[config.mk]
export PLATFORM = sky130hd
export DESIGN_NAME = touch_report_scan_filter
export DESIGN_NICKNAME = d
export VERILOG_FILES = /design/src/hdl/trsf_pkg.sv /design/src/hdl/trsf_step.sv /design/src/hdl/touch_report_scan_filter.sv
export SDC_FILE = /design/constraint.sdc
export NUM_CORES = 1
export LEC_CHECK = 0
export BUFFER_PORTS_ARGS = -buffer_cell sky130_fd_sc_hd__buf_2
export CAP_MARGIN = 10
export CORE_MARGIN = 5
export CORE_UTILIZATION = 41
export CTS_CLUSTER_SIZE = 20
export DETAILED_ROUTE_END_ITERATION = 8
export HOLD_SLACK_MARGIN = 0.08
export PLACE_DENSITY = 0.6
export SETUP_SLACK_MARGIN = 0.2
export SYNTH_ARGS = -nofsm -noshare
export SYNTH_HDL_FRONTEND = slang
export SYNTH_SLANG_ARGS = --single-unit
export TNS_END_PERCENT = 5
[constraint.sdc]
create_clock -name clk -period 22.2 [get_ports clk]
set_input_delay 3.33 -clock clk [delete_from_list [all_inputs] [get_ports clk]]
set_output_delay 3.33 -clock clk [all_outputs]
set_load 0.1 [all_outputs]
[src/hdl/trsf_pkg.sv]
// types, constants and helpers for the touch report scan filter
package trsf_pkg;

    typedef logic [4:0][31:0] point_arr_t;

    typedef logic [1:0] cfg_index_t;

    localparam cfg_index_t CFG_ORIENTATION   = 2'd0;
    localparam cfg_index_t CFG_SCREEN_WIDTH  = 2'd1;
    localparam cfg_index_t CFG_SCREEN_HEIGHT = 2'd2;

    localparam logic [1:0] ORIENT_VERTICAL   = 2'd0;
    localparam logic [1:0] ORIENT_HORIZONTAL = 2'd1;

    localparam logic [1:0]  ORIENT_RESET = ORIENT_VERTICAL;
    localparam logic [15:0] WIDTH_RESET  = 16'd480;
    localparam logic [15:0] HEIGHT_RESET = 16'd800;

    localparam logic [7:0]  PRESSED_BIT       = 8'h80;
    localparam logic [7:0]  CAPTURED_BIT      = 8'h40;
    localparam logic [7:0]  RELEASE_KEEP_MASK = 8'hE0;
    localparam logic [31:0] RELEASED_POINT    = 32'hFFFF_FFFF;

    localparam logic [7:0] POLL_PERIOD     = 8'd10;
    localparam logic [7:0] TICK_WRAP_LIMIT = 8'd240;
    localparam logic [7:0] TICK_RESTART    = 8'd10;

    typedef struct packed {
        logic [1:0]  orientation;
        logic [15:0] screen_width;
        logic [15:0] screen_height;
    } cfg_t;

    typedef struct packed {
        logic polled;
        logic new_data;
        logic clear_status;
    } step_status_t;

    // t mod 10 by reciprocal multiply, exact for all 8-bit values
    function automatic logic poll_tick(input logic [7:0] t);
        logic [15:0] prod;
        logic [7:0]  quot;
        logic [7:0]  rem;
        prod = 16'(t) * 16'd205;
        quot = 8'(prod >> 11);
        rem  = t - 8'(quot * POLL_PERIOD);
        return (rem == 8'd0) || (t < POLL_PERIOD);
    endfunction

endpackage

[src/hdl/trsf_step.sv]
// next-state and status logic for one scan tick
module trsf_step #(
    parameter int NUM_POINTS = 5
) (
    input  logic [7:0]              tick_count,
    input  logic [7:0]              flags,
    input  trsf_pkg::point_arr_t    points,
    input  logic [7:0]              status_byte,
    input  trsf_pkg::point_arr_t    raw_points,
    input  trsf_pkg::cfg_t          cfg,
    output logic [7:0]              tick_next,
    output logic [7:0]              flags_next,
    output trsf_pkg::point_arr_t    points_next,
    output trsf_pkg::step_status_t  status
);

    localparam logic [3:0] MAX_COUNT = 4'(NUM_POINTS);

    logic [7:0]           tick_inc;
    logic                 polled;
    logic [3:0]           cnt;
    logic                 cnt_ok;
    logic                 accept_cnt;
    logic [4:0]           active;
    trsf_pkg::point_arr_t upd;
    logic                 off_screen;
    logic                 undone;
    logic                 release_now;
    logic [7:0]           flag_mid;
    logic [31:0]          p0_mid;
    logic [7:0]           tick_work;

    assign tick_inc   = tick_count + 8'd1;
    assign polled     = trsf_pkg::poll_tick(tick_inc);
    assign cnt        = polled ? status_byte[3:0] : 4'd0;
    assign cnt_ok     = cnt <= MAX_COUNT;
    assign accept_cnt = polled && (cnt != 4'd0) && cnt_ok;

    // per-point conversion, slot 4 starts from the previous point 0
    always_comb
    begin
        logic [31:0] base;
        logic [31:0] raw;
        for (int i = 0; i < 5; i++)
        begin
            active[i] = 4'(i) < cnt;
            base      = (i == 4) ? points[0] : points[i];
            raw       = raw_points[i];
            if (!accept_cnt)
            begin
                upd[i] = points[i];
            end
            else if (!active[i])
            begin
                upd[i] = base;
            end
            else if (cfg.orientation == trsf_pkg::ORIENT_VERTICAL)
            begin
                upd[i] = raw;
            end
            else if (cfg.orientation == trsf_pkg::ORIENT_HORIZONTAL)
            begin
                upd[i] = {raw[15:0], cfg.screen_width - raw[31:16]};
            end
            else
            begin
                upd[i] = base;
            end
        end
    end

    assign off_screen = accept_cnt &&
                        ((upd[0][15:0] > cfg.screen_width) ||
                         (upd[0][31:16] > cfg.screen_height));
    assign undone     = off_screen && (cnt == 4'd1);

    always_comb
    begin
        priority if (off_screen && !undone)
        begin
            p0_mid = upd[1];
        end
        else if (undone)
        begin
            p0_mid = upd[4];
        end
        else
        begin
            p0_mid = upd[0];
        end
    end

    // undone poll keeps the previous flags
    assign flag_mid = (accept_cnt && !undone)
                    ? (trsf_pkg::PRESSED_BIT | trsf_pkg::CAPTURED_BIT | {3'b000, active})
                    : flags;

    assign release_now = undone ||
                         (polled && status_byte[7] && (status_byte[3:0] == 4'd0));

    always_comb
    begin
        points_next    = upd;
        points_next[0] = p0_mid;
        flags_next     = flag_mid;
        if (release_now)
        begin
            if (flag_mid[7])
            begin
                flags_next = flag_mid & ~trsf_pkg::PRESSED_BIT;
            end
            else
            begin
                points_next[0] = trsf_pkg::RELEASED_POINT;
                flags_next     = flag_mid & trsf_pkg::RELEASE_KEEP_MASK;
            end
        end
    end

    assign tick_work = (accept_cnt && !undone) ? 8'd0 : tick_inc;
    assign tick_next = (tick_work > trsf_pkg::TICK_WRAP_LIMIT) ? trsf_pkg::TICK_RESTART
                                                               : tick_work;

    assign status.polled       = polled;
    assign status.new_data     = accept_cnt;
    assign status.clear_status = polled && status_byte[7] && cnt_ok;

endmodule

[src/hdl/touch_report_scan_filter.sv]
// top level of the touch report scan filter
//
// one input beat is one scan tick: the controller status byte and five raw
// point records. each accepted tick yields exactly one output beat with the
// poll, new data and clear-status indications, the flag byte and the five
// stored points after that tick.
// the input channel accepts a beat when in_valid is high and in_stall low;
// the output channel hands a beat over when out_valid is high and out_stall low.
// a tick passes through the input register and is then computed into the
// state and status registers. throughput is one tick per cycle while out_stall
// is low, with a single compute stage between those registers.
// while the receiver stalls, the output beat holds and the input register
// keeps its beat; in_stall rises once both are full.
// configuration writes go over cfg_valid/cfg_index/cfg_data; cfg_ready is
// always high. the user must make writes only while no tick is in flight;
// the block does not enforce this. reset clears the tick counter, flags and
// points, and loads orientation vertical, width 480 and height 800.
module touch_report_scan_filter #(
    parameter int NUM_POINTS = 5
) (
    input  logic        clk,
    input  logic        rst_n,
    input  logic        in_valid,
    output logic        in_stall,
    input  logic [7:0]  status_byte,
    input  logic [31:0] raw_point0,
    input  logic [31:0] raw_point1,
    input  logic [31:0] raw_point2,
    input  logic [31:0] raw_point3,
    input  logic [31:0] raw_point4,
    output logic        out_valid,
    input  logic        out_stall,
    output logic        polled,
    output logic        new_data,
    output logic        clear_status,
    output logic [7:0]  touch_flags,
    output logic [31:0] point0,
    output logic [31:0] point1,
    output logic [31:0] point2,
    output logic [31:0] point3,
    output logic [31:0] point4,
    input  logic        cfg_valid,
    output logic        cfg_ready,
    input  logic [1:0]  cfg_index,
    input  logic [15:0] cfg_data
);

    logic                    in_valid_reg;
    logic [7:0]              status_reg;
    trsf_pkg::point_arr_t    raw_reg;
    logic                    out_valid_reg;
    trsf_pkg::step_status_t  out_status_reg;
    logic [7:0]              tick_reg;
    logic [7:0]              flag_reg;
    trsf_pkg::point_arr_t    point_reg;
    trsf_pkg::cfg_t          cfg_reg;

    logic                    advance;
    logic                    in_take;
    logic [7:0]              tick_next;
    logic [7:0]              flag_next;
    trsf_pkg::point_arr_t    point_next;
    trsf_pkg::step_status_t  status_next;

    assign cfg_ready = 1'b1;

    assign advance  = !out_valid_reg || !out_stall;
    assign in_stall = in_valid_reg && !advance;
    assign in_take  = in_valid && !in_stall;

    always_ff @(posedge clk or negedge rst_n)
    begin
        if (!rst_n)
        begin
            cfg_reg.orientation   <= trsf_pkg::ORIENT_RESET;
            cfg_reg.screen_width  <= trsf_pkg::WIDTH_RESET;
            cfg_reg.screen_height <= trsf_pkg::HEIGHT_RESET;
        end
        else if (cfg_valid && cfg_ready)
        begin
            unique case (cfg_index)
                trsf_pkg::CFG_ORIENTATION:   cfg_reg.orientation   <= cfg_data[1:0];
                trsf_pkg::CFG_SCREEN_WIDTH:  cfg_reg.screen_width  <= cfg_data;
                trsf_pkg::CFG_SCREEN_HEIGHT: cfg_reg.screen_height <= cfg_data;
                default: ;
            endcase
        end
    end

    // input register
    always_ff @(posedge clk or negedge rst_n)
    begin
        if (!rst_n)
        begin
            in_valid_reg <= 1'b0;
        end
        else if (!in_stall)
        begin
            in_valid_reg <= in_valid;
        end
    end

    always_ff @(posedge clk)
    begin
        if (in_take)
        begin
            status_reg <= status_byte;
            raw_reg    <= {raw_point4, raw_point3, raw_point2, raw_point1, raw_point0};
        end
    end

    trsf_step #(
        .NUM_POINTS (NUM_POINTS)
    ) u_step (
        .tick_count  (tick_reg),
        .flags       (flag_reg),
        .points      (point_reg),
        .status_byte (status_reg),
        .raw_points  (raw_reg),
        .cfg         (cfg_reg),
        .tick_next   (tick_next),
        .flags_next  (flag_next),
        .points_next (point_next),
        .status      (status_next)
    );

    // state doubles as the output beat: it only moves when the output is free
    always_ff @(posedge clk or negedge rst_n)
    begin
        if (!rst_n)
        begin
            out_valid_reg  <= 1'b0;
            out_status_reg <= '0;
            tick_reg       <= 8'd0;
            flag_reg       <= 8'd0;
            point_reg      <= '0;
        end
        else if (advance)
        begin
            out_valid_reg <= in_valid_reg;
            if (in_valid_reg)
            begin
                out_status_reg <= status_next;
                tick_reg       <= tick_next;
                flag_reg       <= flag_next;
                point_reg      <= point_next;
            end
        end
    end

    assign out_valid    = out_valid_reg;
    assign polled       = out_status_reg.polled;
    assign new_data     = out_status_reg.new_data;
    assign clear_status = out_status_reg.clear_status;
    assign touch_flags  = flag_reg;
    assign point0       = point_reg[0];
    assign point1       = point_reg[1];
    assign point2       = point_reg[2];
    assign point3       = point_reg[3];
    assign point4       = point_reg[4];

endmodule

; ---- After elaboration in Yosys (flattened, before gate mapping)
; Cells that the tools add are included.
[classes]
magnitude_cmp = 10
n_reduce_logical = 32
multipliers = 2
n_eq_ne = 4
addsub = 7
n_mux = 26
[op_table]
columns = operator, n
row1 = $mux 32, 20
row2 = $sub 16x16->16, 5
row3 = $gt 16x16->1, 2
row4 = $mux 8, 4
row5 = $mul 8x8->16 const B, 1
row6 = $logic_and 1x1->1, 11
row7 = $reduce_and 5->1, 2
row8 = $add 8x1->8 const B, 1
row9 = $gt 8x8->1 const B, 1
row10 = $logic_not 8->1, 1
row11 = $lt 1x4->1 const A, 2
row12 = $lt 2x4->1 const A, 2
row13 = $lt 8x4->1 const B, 1
row14 = $reduce_and 2->1, 4
row15 = $sub 8x8->8, 1
row16 = $mul 5x3->7 const B, 1
row17 = $logic_not 1->1, 5
row18 = $mux 5, 1
row19 = $eq 2x1->1 const B, 2
row20 = $eq 4x1->1 const B, 1
row21 = $le 4x3->1 const B, 1
row22 = $logic_not 2->1, 2
row23 = $logic_not 4->1, 1
row24 = $logic_or 1x1->1, 4
row25 = other kinds (5), 5
[word_totals]
elab_cells = 102
input_bits = 191
register_bits = 383

; ---- Longest topological paths before layout
; Gate-level depths: netlist (run 1).
[depth]
word_depth = 20
ltp_mapped = 50
ltp_nobuf = 44

; ---- Modules after synthesis
; From an unflattened synthesis (run 1), not the netlist that was laid out.
[hier_totals]
hier_cells = 2365
hier_area_um2 = 25116.6
[by_module_without_submodules]
columns = mod, area_per_inst_um2, n_inst, seq_area_each_um2, cells_per_inst
row1 = touch_report_scan_filter, 13495.4, 1, 10433.8, 629
row2 = trsf_step, 11621.1, 1, 0.0, 1736

; ---- Worst setup path after synthesis (run 1)
; OpenSTA, ideal clock, no wires.
[synth_timing]
kind = register -> register
start = register tick_reg[0]
end = register point_reg (netlist bit point0[11])
stages_incl_launch_ff = 50
slack_ns = 11.563
arrival_time_ns = 10.495
synth_period_minus_slack_ns = 10.637
required_time_ns = 22.058
setup_time_ns = 0.142
path_cell_list = dfrtp_1 ha_1 and3_1 buf_6 nand3_1 xor2_1 inv_1 ha_1 ha_1 fa_1 inv_1 fa_1 inv_1 ha_1 o21a_1 o21a_1 o22ai_1 o21ba_2 [14 not listed] nor3_2 clkbuf_1 buf_1 nor2_1 a21oi_1 ha_1 nor2b_1 o211ai_1 a2111oi_0 a211oi_1 o21ai_0 a22oi_1 or3_1 clkbuf_1 nand2_1 nor3_1 clkbuf_1 a221oi_1
[synth_between]
elab_chain_cells = 20
elab_cells_between_ends = 38
[synth_lines]
columns = element, line_no
row1 = "start, declared", touch_report_scan_filter.sv:53  ; logic [7:0] tick_reg;
row2 = "start signal, assigned", touch_report_scan_filter.sv:144  ; tick_reg <= tick_next;
row3 = $add 8x1->8 *, trsf_step.sv:33  ; assign tick_inc = tick_count + 8'd1;
row4 = $mul 8x8->16, trsf_pkg.sv:45  ; prod = 16'(t) * 16'd205;
row5 = $mul 5x3->7, trsf_pkg.sv:47  ; rem = t - 8'(quot * POLL_PERIOD);
row6 = $sub 8x8->8, trsf_pkg.sv:47
row7 = $logic_not 8->1, trsf_pkg.sv:48  ; return (rem == 8'd0) || (t < POLL_PERIOD);
row8 = $logic_or 1x1->1 *, trsf_pkg.sv:48
row9 = branches (longest 13 deep; another with $gt 16x16->1), --
row10 = $mux 32 *, trsf_step.sv:106  ; if (release_now)
row11 = "end signal, assigned", touch_report_scan_filter.sv:146  ; point_reg <= point_next;
row12 = "end, declared", touch_report_scan_filter.sv:55  ; trsf_pkg::point_arr_t point_reg;
; Every way passes the cells marked *.
; A chain may end at the register's enable or synchronous reset.

; ---- Final worst setup path (run 1)
; Ends and elaborated chain as after synthesis.

==> results_dict.tcl, run 1 <==
set metrics [dict create \
    status "finished clean" \
    grt_antenna_before_repair 21 \
    setup_slack_ns 9.48 \
    layout.nets 2829 \
    synth_top_area_frac 0.237 \
    die_y_um 241 \
    crit_fanout 53 \
    cp.required_ns 22.61 \
    die_w_um 241 \
    arrival_ns 13.13 \
    async_reset_ff_frac 0.565 \
    path_delay_family "compound AO/OA/AOI/OAI gates" \
    grt_pass1_vias 17600 \
    cts.hold.buffers_added 0 \
    grt_pass1_wl_um 108000 \
    cts-root-buf "clkbuf_16" \
    p_sw_frac 0.550 \
    grt.total_usage 0.245 \
    synthesis.area_um2 21900 \
    internal-power_mw 1.85 \
    timing_hold_violations_final 0 \
    seqPwrFrac 0.266 \
    layout-drive-gt1-share 0.219 \
    place_ws_ns 9.61 \
    syn_area_per_cell_um2 10.3 \
    start_util 0.415 \
    overflow 0 \
    cts_buffers 45 \
    totalWireLength_um 73000 \
    powerDensity_nw_per_um2 158 \
    htreeDepth 2 \
    critPathSlowestCell "nor3_4" \
    placed_area_um2 24400 \
    yosys.area.top_type "dfrtp_1" \
    design_area_um2 25900 \
    gp_congestion 0.939 \
    timing.final.crit_share 0.573 \
    place_inst 3100 \
    cp_slowest_stage_delay_ns 0.82 \
    maxCapViolations 0 \
    fmax_ghz 0.0786 \
    ys.warnings.count 0 \
    finalCriticalPeriod_ns 12.72 \
    synth_cell_types 75 \
    start_kind "flip-flop" \
    ys_ff_latch 379 \
    grt_max_degree 93 \
    cts-resized-gates 0 \
    synth_ff_type "dfrtp_1" \
    cp_num_buf_inv 5 \
    syn_inst 2126 \
    skew_ns 0.0171 \
    p_switching_mw 2.25 \
    synth-edff-count 165 \
    syn-num-nets 2495 \
    drv_slew 0 \
    grt_setup_unrepaired "no" \
    largest_register_ffs 160 \
    worstSkewPairLatency_ns 0.59 \
    power_frac_clock 0.183 \
    finalNonFillerCells 3193 \
    wl_per_cell_um 22.9 \
    power.total_mw 4.10 \
    relSlewSlack 0.223 \
    dp_hpwl_um 55000 \
    rows 84 \
    drcViolationCount 0 \
    drtPass1Iterations 6 \
    combPwrFrac 0.551 \
    core-area_um2 52800 \
    tns_ns 0 \
    io_pins 365 \
    ant_nets 0 \
    crit_top_cell "ha_1" \
    clkTransAtPathRegs_ns 0.06 \
    area_growth_pct 18.5 \
    crit_type "flip-flop to flip-flop" \
    via_count 17689 \
    via_per_inst 5.54 \
    cts_tree "yes" \
    clkSinkCount 379 \
    ir_drop_mv 0.129 \
    post_cts_buffers 0 \
    hold_path_class "flip-flop to flip-flop" \
    dieArea_um2 58100 \
    synthTopCellsByArea "dfrtp_1 24%, edfxtp_1 23%, ha_1 9.2%, mux2i_1 4.1%, a21oi_1 3.6%" \
    setup_viol 0 \
    cp-end-kind "flip-flop" \
    drtIter0Drc 1472 \
    clockBufferDepth 3 \
    worst_slew_pin_slew_ns 1.15 \
    leakage_nw 11.7 \
    yosysSeqAreaShare 0.472 \
    portBuffers 359 \
]
==> cells by family after synthesis <==
logic type               after synthesis  synth area share
AO/OA/AOI/OAI                        562             0.163
buffers and inverters                254            0.0454
flip-flops                           379             0.472
AND/OR/NAND/NOR                      519             0.105
multiplexers                         148            0.0711
other                                  2          0.000343
XOR/XNOR                              84            0.0361
adder cells (fa/ha/maj)              178             0.108
==> stage by stage <==
step,util,hold WS [ns]
after floorplan,-,0.469
after global placement,0.462,0.453
after detailed placement,0.462,0.457
after CTS,0.491,0.471
after global routing,0.491,0.488
final,0.492,0.469
==> worst paths after layout <==
path / from / to / slack, ns / depth (start not counted)
min in group asynchronous: rst_n / point1[13] / 2.77 / 1
hold / removal: touch_flags[6] / touch_flags[6] / 0.47 / 1
setup reg to reg: tick_reg[0] / point0[11] / 9.48 / 43
hold reg to reg: touch_flags[6] / touch_flags[6] / 0.47 / 1
setup / recovery: tick_reg[0] / point0[11] / 9.48 / 43
max in group asynchronous: rst_n / cfg_reg[32] / 17.79 / 2
==> placed cells by master, fill, tap and decap left out, types with 13 or more instances in the layout <==
| cell type | count |
|---|---|
| a221oi_1 | 29 |
| nor2b_1 | 16 |
| mux2_2 | 58 |
| nand2b_1 | 20 |
| nor3_1 | 22 |
| nand2_1 | 167 |
| o21a_1 | 20 |
| edfxtp_1 | 165 |
| xor2_1 | 21 |
| a31oi_1 | 17 |
| a22o_1 | 22 |
| mux2i_1 | 89 |
| a21oi_1 | 159 |
| clkbuf_16 | 45 |
| inv_1 | 153 |
| buf_4 | 27 |
| buf_2 | 358 |
| ha_1 | 161 |
| clkbuf_1 | 13 |
| nor2_1 | 207 |
| o21ai_0 | 152 |
| a21o_1 | 31 |
| fa_1 | 17 |
| xnor2_1 | 59 |
| nand3_1 | 22 |
| dfrtp_1 | 206 |
| o211ai_1 | 44 |
==> synth_stat cells, types with 6 or more instances <==
cell and instances:
a31oi_1 18, a221oi_1 29, and2_1 10, a21o_1 31, mux2_2 58, o21ai_0 152, o31ai_1 10, buf_2 11
a22o_1 22, nand4_1 10, a21boi_0 7, and3_1 7, mux2i_1 89, o21a_1 20, a21oi_1 159, clkbuf_1 74
or3_1 10, or2_2 6, o41ai_1 6, ha_1 161, buf_1 9, nand3_1 22, nand3b_1 7, nand2_1 167
nor2_1 208, dfrtp_1 207, xnor2_1 59, edfxtp_1 165, fa_1 17, nand2b_1 20, xor2_1 21, nor2b_1 17
nor3_1 23, dfstp_2 7, inv_1 153, a211oi_1 10, o211ai_1 44
==> area by class of cell <==
type,count,area (um2)
diodes,8,20.0
clock buffers,66,1280
clock inverters,18,226
fillers,4918,26800
inverters,154,578
multi-input cells,1493,10600
flip-flops and latches,379,10300
well taps,688,861
repair buffers,387,2010
==> routing by layer <==
metal  up-vias  routed length (um)  global-route usage
met4        24                3880               0.111
met5         -                 143                   0
met3       156                6410              0.0652
met1      8476               30200               0.321
met2       706               32300               0.382
li1       8327                   -                   -
==> power by group through the flow <==
stage	registers [mW]	clock network, mW	logic, mW
after floorplan	2.11	0	0.693
after global placement	1.09	0	2.22
after detailed placement	1.10	0	2.25
after CTS	1.09	0.770	2.25
after global routing	1.11	0.794	2.38
final	1.09	0.751	2.25
(Power assumes the default switching activity.)
==> inputs of run 2 (changes only) <==
==> constraint.sdc (replaced) <==
create_clock -name clk -period 12.3 [get_ports clk]
set_input_delay 1.845 -clock clk [delete_from_list [all_inputs] [get_ports clk]]
set_output_delay 1.845 -clock clk [all_outputs]
set_load 0.1 [all_outputs]
==> run 2 against run 1 <==
  * Sequential share of layout area fell by 0.33 points
  * Clock-buffer cell count down 1
  * Final cell count rose by 0.31%
  * Sequential cell count unchanged
  * Combinational power up 81%
  * Worst setup slack worse by 8.6 ns
  * Hold slack better by 0.0051 ns
  * Critical path type unchanged
  * Wire length is 1.2% higher
  * Total power up 83%
  * Non-clock buffer count is 8 higher
  * Critical path depth up 3
==> results_dict.tcl, run 2 (synthesized netlist as in run 1, its figures left out) <==
set metrics [dict create \
    worstSkewPairLatency_ns 0.60 \
    start_util 0.415 \
    crit_top_cell "ha_1" \
    finalCriticalPeriod_ns 11.42 \
    cp_num_buf_inv 9 \
    largest_register_ffs 160 \
    wl_per_cell_um 23.1 \
    post_cts_buffers 0 \
    via_per_inst 5.50 \
    tns_ns 0 \
    cp.required_ns 12.79 \
    worst_slew_pin_slew_ns 1.08 \
    relSlewSlack 0.273 \
    internal-power_mw 3.42 \
    combPwrFrac 0.543 \
    die_y_um 241 \
    grt_pass1_vias 17563 \
    layout_commonest_cell "buf_2" \
    path_delay_family "adder cells" \
    portBuffers 359 \
    clockBufferDepth 3 \
    cp-end-kind "flip-flop" \
    cts-root-buf "clkbuf_16" \
    ant_nets 0 \
    crit_type "flip-flop to flip-flop" \
    grt_pass1_wl_um 108000 \
    drv_slew 0 \
    nFillCells 4944 \
    fin_hold_ws_ns 0.474 \
    critPathSlowestCell "nor3_4" \
    final_cell_mix "358 x buf_2, 207 x nor2_1, 206 x dfrtp_1, 167 x nand2_1, 165 x edfxtp_1" \
    start_kind "flip-flop" \
    maxCapViolations 0 \
    cts.hold.buffers_added 0 \
    skew_ns 0.0181 \
    seqPwrFrac 0.265 \
    setup_viol 0 \
    dp_hpwl_um 55800 \
    rows 84 \
    area_growth_pct 19.5 \
    drtPass1Iterations 5 \
    p_switching_mw 4.08 \
    p_sw_frac 0.544 \
    grt_setup_unrepaired "no" \
    grt_antenna_before_repair 23 \
    status "finished clean" \
    gp_congestion 0.931 \
    grt.total_usage 0.247 \
    power_frac_clock 0.193 \
    powerDensity_nw_per_um2 287 \
    timing_hold_violations_final 0 \
    cp_slowest_stage_delay_ns 0.58 \
    drtIter0Drc 1275 \
    cts_buffers 46 \
    cts_tree "yes" \
    core-area_um2 52800 \
    clkSinkCount 379 \
    layout-drive-gt1-share 0.222 \
    cts-resized-gates 0 \
    drcViolationCount 0 \
    leakage_nw 11.8 \
    totalWireLength_um 73900 \
    overflow 0 \
    die_w_um 241 \
    power.total_mw 7.50 \
    dieArea_um2 58100 \
    htreeDepth 2 \
    fmax_ghz 0.0876 \
    crit_fanout 22 \
    arrival_ns 11.91 \
    hold_path_class "flip-flop to flip-flop" \
    clkTransAtPathRegs_ns 0.06 \
    timing.final.crit_share 0.928 \
    io_pins 365 \
    grt_max_degree 87 \
    layout.nets 2838 \
    ir_drop_mv 0.209 \
    via_count 17627 \
]
[run 2: cell type report]
cell class                      instances  area [um2]  share of cell area
Timing Repair Buffer                  395        2140              0.0818
Multi-Input combinational cell       1493       10600               0.406
Sequential cell                       379       10300               0.395
Tap cell                              688         861              0.0329
Clock inverter                         21         305              0.0117
Inverter                              154         578              0.0221
Clock buffer                           65        1310              0.0499
Antenna cell                            8        20.0            0.000766
[run 2: final timing paths]
kind | startpoint | to | slack [ns] | depth (start not counted)
setup / recovery | tick_reg[0] | point0[16] | 0.88 | 46
hold / removal | touch_flags[6] | touch_flags[6] | 0.47 | 1
setup reg to reg | tick_reg[0] | point0[16] | 0.88 | 46
hold reg to reg | touch_flags[6] | touch_flags[6] | 0.47 | 1
max in group asynchronous | rst_n | cfg_reg[32] | 8.70 | 3
min in group asynchronous | rst_n | point1[24] | 1.25 | 1
[run 2: metrics by stage]
step           instance area, um2  utilization  instances  worst slack, ns
2_1_floorplan               21900            -       2126             1.66
3_3_place_gp                24500        0.465       3109             1.08
3_5_place_dp                24500        0.465       3109            0.905
4_1_cts                     26100        0.495       3195            0.863
5_1_grt                     26100        0.495       3195            0.208
6_report                    26200        0.496       3203            0.884
[run 2: power by group through the flow]
stage	logic (mW)	clock network [mW]	registers [mW]
finish	4.07	1.45	1.98
global route	4.29	1.52	2.02
CTS	4.07	1.48	1.98
detailed placement	4.06	0	2.00
global placement	4.01	0	1.99
floorplan	1.25	0	3.82
[run 2: routing by layer]
metal  wire [um]  vias to the layer above  global-route usage
met2       32600                      648               0.382
met4        3790                       26               0.108
met3        6070                      158              0.0666
met1       31200                     8461               0.329
met5         167                        -                   0
li1            -                     8334                   -
[run 2: worst register-to-register path, delay by kind of cell, from the launching register on]
family                   cells  cell delay (ns)
AO/OA/AOI/OAI               15             3.28
AND/OR/NAND/NOR              8             1.88
flip-flops                   1             0.48
adder cells (fa/ha/maj)     11             3.80
buffers and inverters        9             1.19
XOR/XNOR                     3             0.69
==> inputs of run 3 (changes only) <==
--- a/config.mk
+++ b/config.mk
@@ -12,6 +12,7 @@
 export CTS_CLUSTER_SIZE = 20
 export DETAILED_ROUTE_END_ITERATION = 8
 export HOLD_SLACK_MARGIN = 0.08
+export MAX_ROUTING_LAYER = met4
 export PLACE_DENSITY = 0.6
 export SETUP_SLACK_MARGIN = 0.2
 export SYNTH_ARGS = -nofsm -noshare
==> constraint.sdc (replaced) <==
create_clock -name clk -period 12.3 [get_ports clk]
set_input_delay 1.845 -clock clk [delete_from_list [all_inputs] [get_ports clk]]
set_output_delay 1.845 -clock clk [all_outputs]
set_load 0.01 [all_outputs]
==> run 3 against run 2 <==
  * Global-route usage up 0.51 points
  * Register-to-register slack better by 0.20 ns
  * First-iteration DRC count rose by 9.2%
  * Clock skew grew 0.0025 ns
  * Sequential share of layout area barely moved
  * Sequential power is essentially flat
  * Critical path type unchanged
  * Wire length decreased by 0.57%
  * Clock power fell by 4%
  * Via count rose by 0.11%
  * Die area unchanged
  * Critical path depth fell by 1
  * Clock-buffer cell count fell by 14
==> results_dict.tcl, run 3 (synthesized netlist as in run 1, its figures left out) <==
set metrics [dict create \
    status "finished clean" \
    tns_ns 0 \
    die_w_um 241 \
    skew_ns 0.0205 \
    start_util 0.415 \
    timing_hold_violations_final 0 \
    power_frac_clock 0.249 \
    maxCapViolations 0 \
    layout.nets 2841 \
    worst_slew_pin_slew_ns 1.09 \
    drcViolationCount 0 \
    multi_input_area_um2 10600 \
    place_inst 3108 \
    crit_type "flip-flop to flip-flop" \
    totalWireLength_um 73500 \
    cp.required_ns 12.78 \
    rows 84 \
    ant_nets 0 \
    seq_area_um2 10300 \
    via_per_inst 5.48 \
    cp_slowest_stage_delay_ns 0.62 \
    worstSkewPairLatency_ns 0.59 \
    path_delay_family "adder cells" \
    via_count 17646 \
    cp-end-kind "flip-flop" \
    drtIter0Drc 1392 \
    layout-drive-gt1-share 0.226 \
    cts_buffers 46 \
    timing.final.crit_share 0.912 \
    clockBufferDepth 3 \
    io_pins 365 \
    fin_hold_ws_ns 0.477 \
    largest_register_ffs 160 \
    postLayoutCoreUtil 0.496 \
    dp_hpwl_um 55500 \
    dieArea_um2 58100 \
    arrival_ns 11.69 \
    final_cell_mix "358 x buf_2, 207 x nor2_1, 206 x dfrtp_1, 167 x nand2_1, 165 x edfxtp_1" \
    start_kind "flip-flop" \
    drv_slew 0 \
    seqPwrFrac 0.356 \
    portBuffers 359 \
    overflow 0 \
    area_growth_pct 19.5 \
    cp_num_buf_inv 7 \
    clkSinkCount 379 \
    design_area_um2 26100 \
    p_switching_mw 2.23 \
    drtPass1Iterations 5 \
    crit_fanout 22 \
    crit_top_cell "ha_1" \
    layout_commonest_cell "buf_2" \
    leakage_nw 11.8 \
    cts-root-buf "clkbuf_16" \
    die_y_um 241 \
    grt_pass1_wl_um 107000 \
    p_sw_frac 0.399 \
    core-area_um2 52800 \
    finalCriticalPeriod_ns 11.21 \
    combPwrFrac 0.395 \
    ir_drop_mv 0.112 \
    grt_pass1_vias 17220 \
    grt_antenna_before_repair 22 \
    clkTransAtPathRegs_ns 0.06 \
    grt_max_degree 75 \
    critPathSlowestCell "or3_1" \
    grt.total_usage 0.252 \
    fmax_ghz 0.0892 \
    setup_viol 0 \
    cts_tree "yes" \
    powerDensity_nw_per_um2 214 \
    internal-power_mw 3.35 \
    placed_area_um2 24500 \
    nFillCells 4934 \
    htreeDepth 2 \
    gp_congestion 0.942 \
    hold_path_class "flip-flop to flip-flop" \
    relSlewSlack 0.266 \
    grt_setup_unrepaired "no" \
    finalNonFillerCells 3218 \
    wl_per_cell_um 22.8 \
]
==> run 3: power by group through the flow <==
stage	combinational [mW]	clock, mW	sequential (mW)
finish	2.21	1.39	1.99
global route	2.43	1.47	2.03
CTS	2.21	1.42	1.98
detailed placement	2.19	0	2.00
global placement	2.15	0	1.99
floorplan	1.24	0	2.01
==> run 3: cell type report <==
type,instances,share of cell area
clock inverter,35,0.0138
antenna,20,0.00191
tap,688,0.0329
inverter,154,0.0221
multi-input combinational,1493,0.406
timing repair buffer,398,0.0832
sequential,379,0.395
clock buffer,51,0.0451
==> run 3: timing repair <==
action	CTS	global route
setup buffers	0	4
gates resized for setup	0	1
endpoints found under the setup margin	0	3
hold buffers	0	0
endpoints found under the hold margin	0	0
==> run 3: stage by stage <==
| step | setup WS, ns | total power, mW |
|---|---|---|
| 3_3_place_gp | 1.04 | 4.15 |
| 3_5_place_dp | 0.987 | 4.20 |
| 6_report | 1.09 | 5.59 |
| 2_1_floorplan | 1.69 | 3.25 |
| 5_1_grt | 0.352 | 5.93 |
| 4_1_cts | 0.894 | 5.61 |
==> run 3: worst paths after layout <==
path / startpoint / depth (start not counted) / end / slack, ns
hold / removal: point4[2] / 2 / point4[2] / 0.48
setup / recovery: tick_reg[0] / 45 / point0[17] / 1.09
setup reg to reg: tick_reg[0] / 45 / point0[17] / 1.09
hold reg to reg: point4[2] / 2 / point4[2] / 0.48
max in group asynchronous: rst_n / 3 / cfg_reg[32] / 8.61
min in group asynchronous: rst_n / 1 / in_valid_reg / 1.22
==> run 3: tightest hold or removal path, cell delays in order, from the launching register on <==
cell,delay [ns]
dfrtp_1,0.34
nand2_1,0.04
o21ai_0,0.06
==> run 3: layer usage <==
metal | routed length (um) | up-vias | track usage
li1 | - | 8375 | -
met1 | 31200 | 8489 | 0.331
met2 | 32900 | 649 | 0.381
met3 | 6210 | 133 | 0.0615
met4 | 3180 | 0 | 0.0954
met5 | 0 | - | -
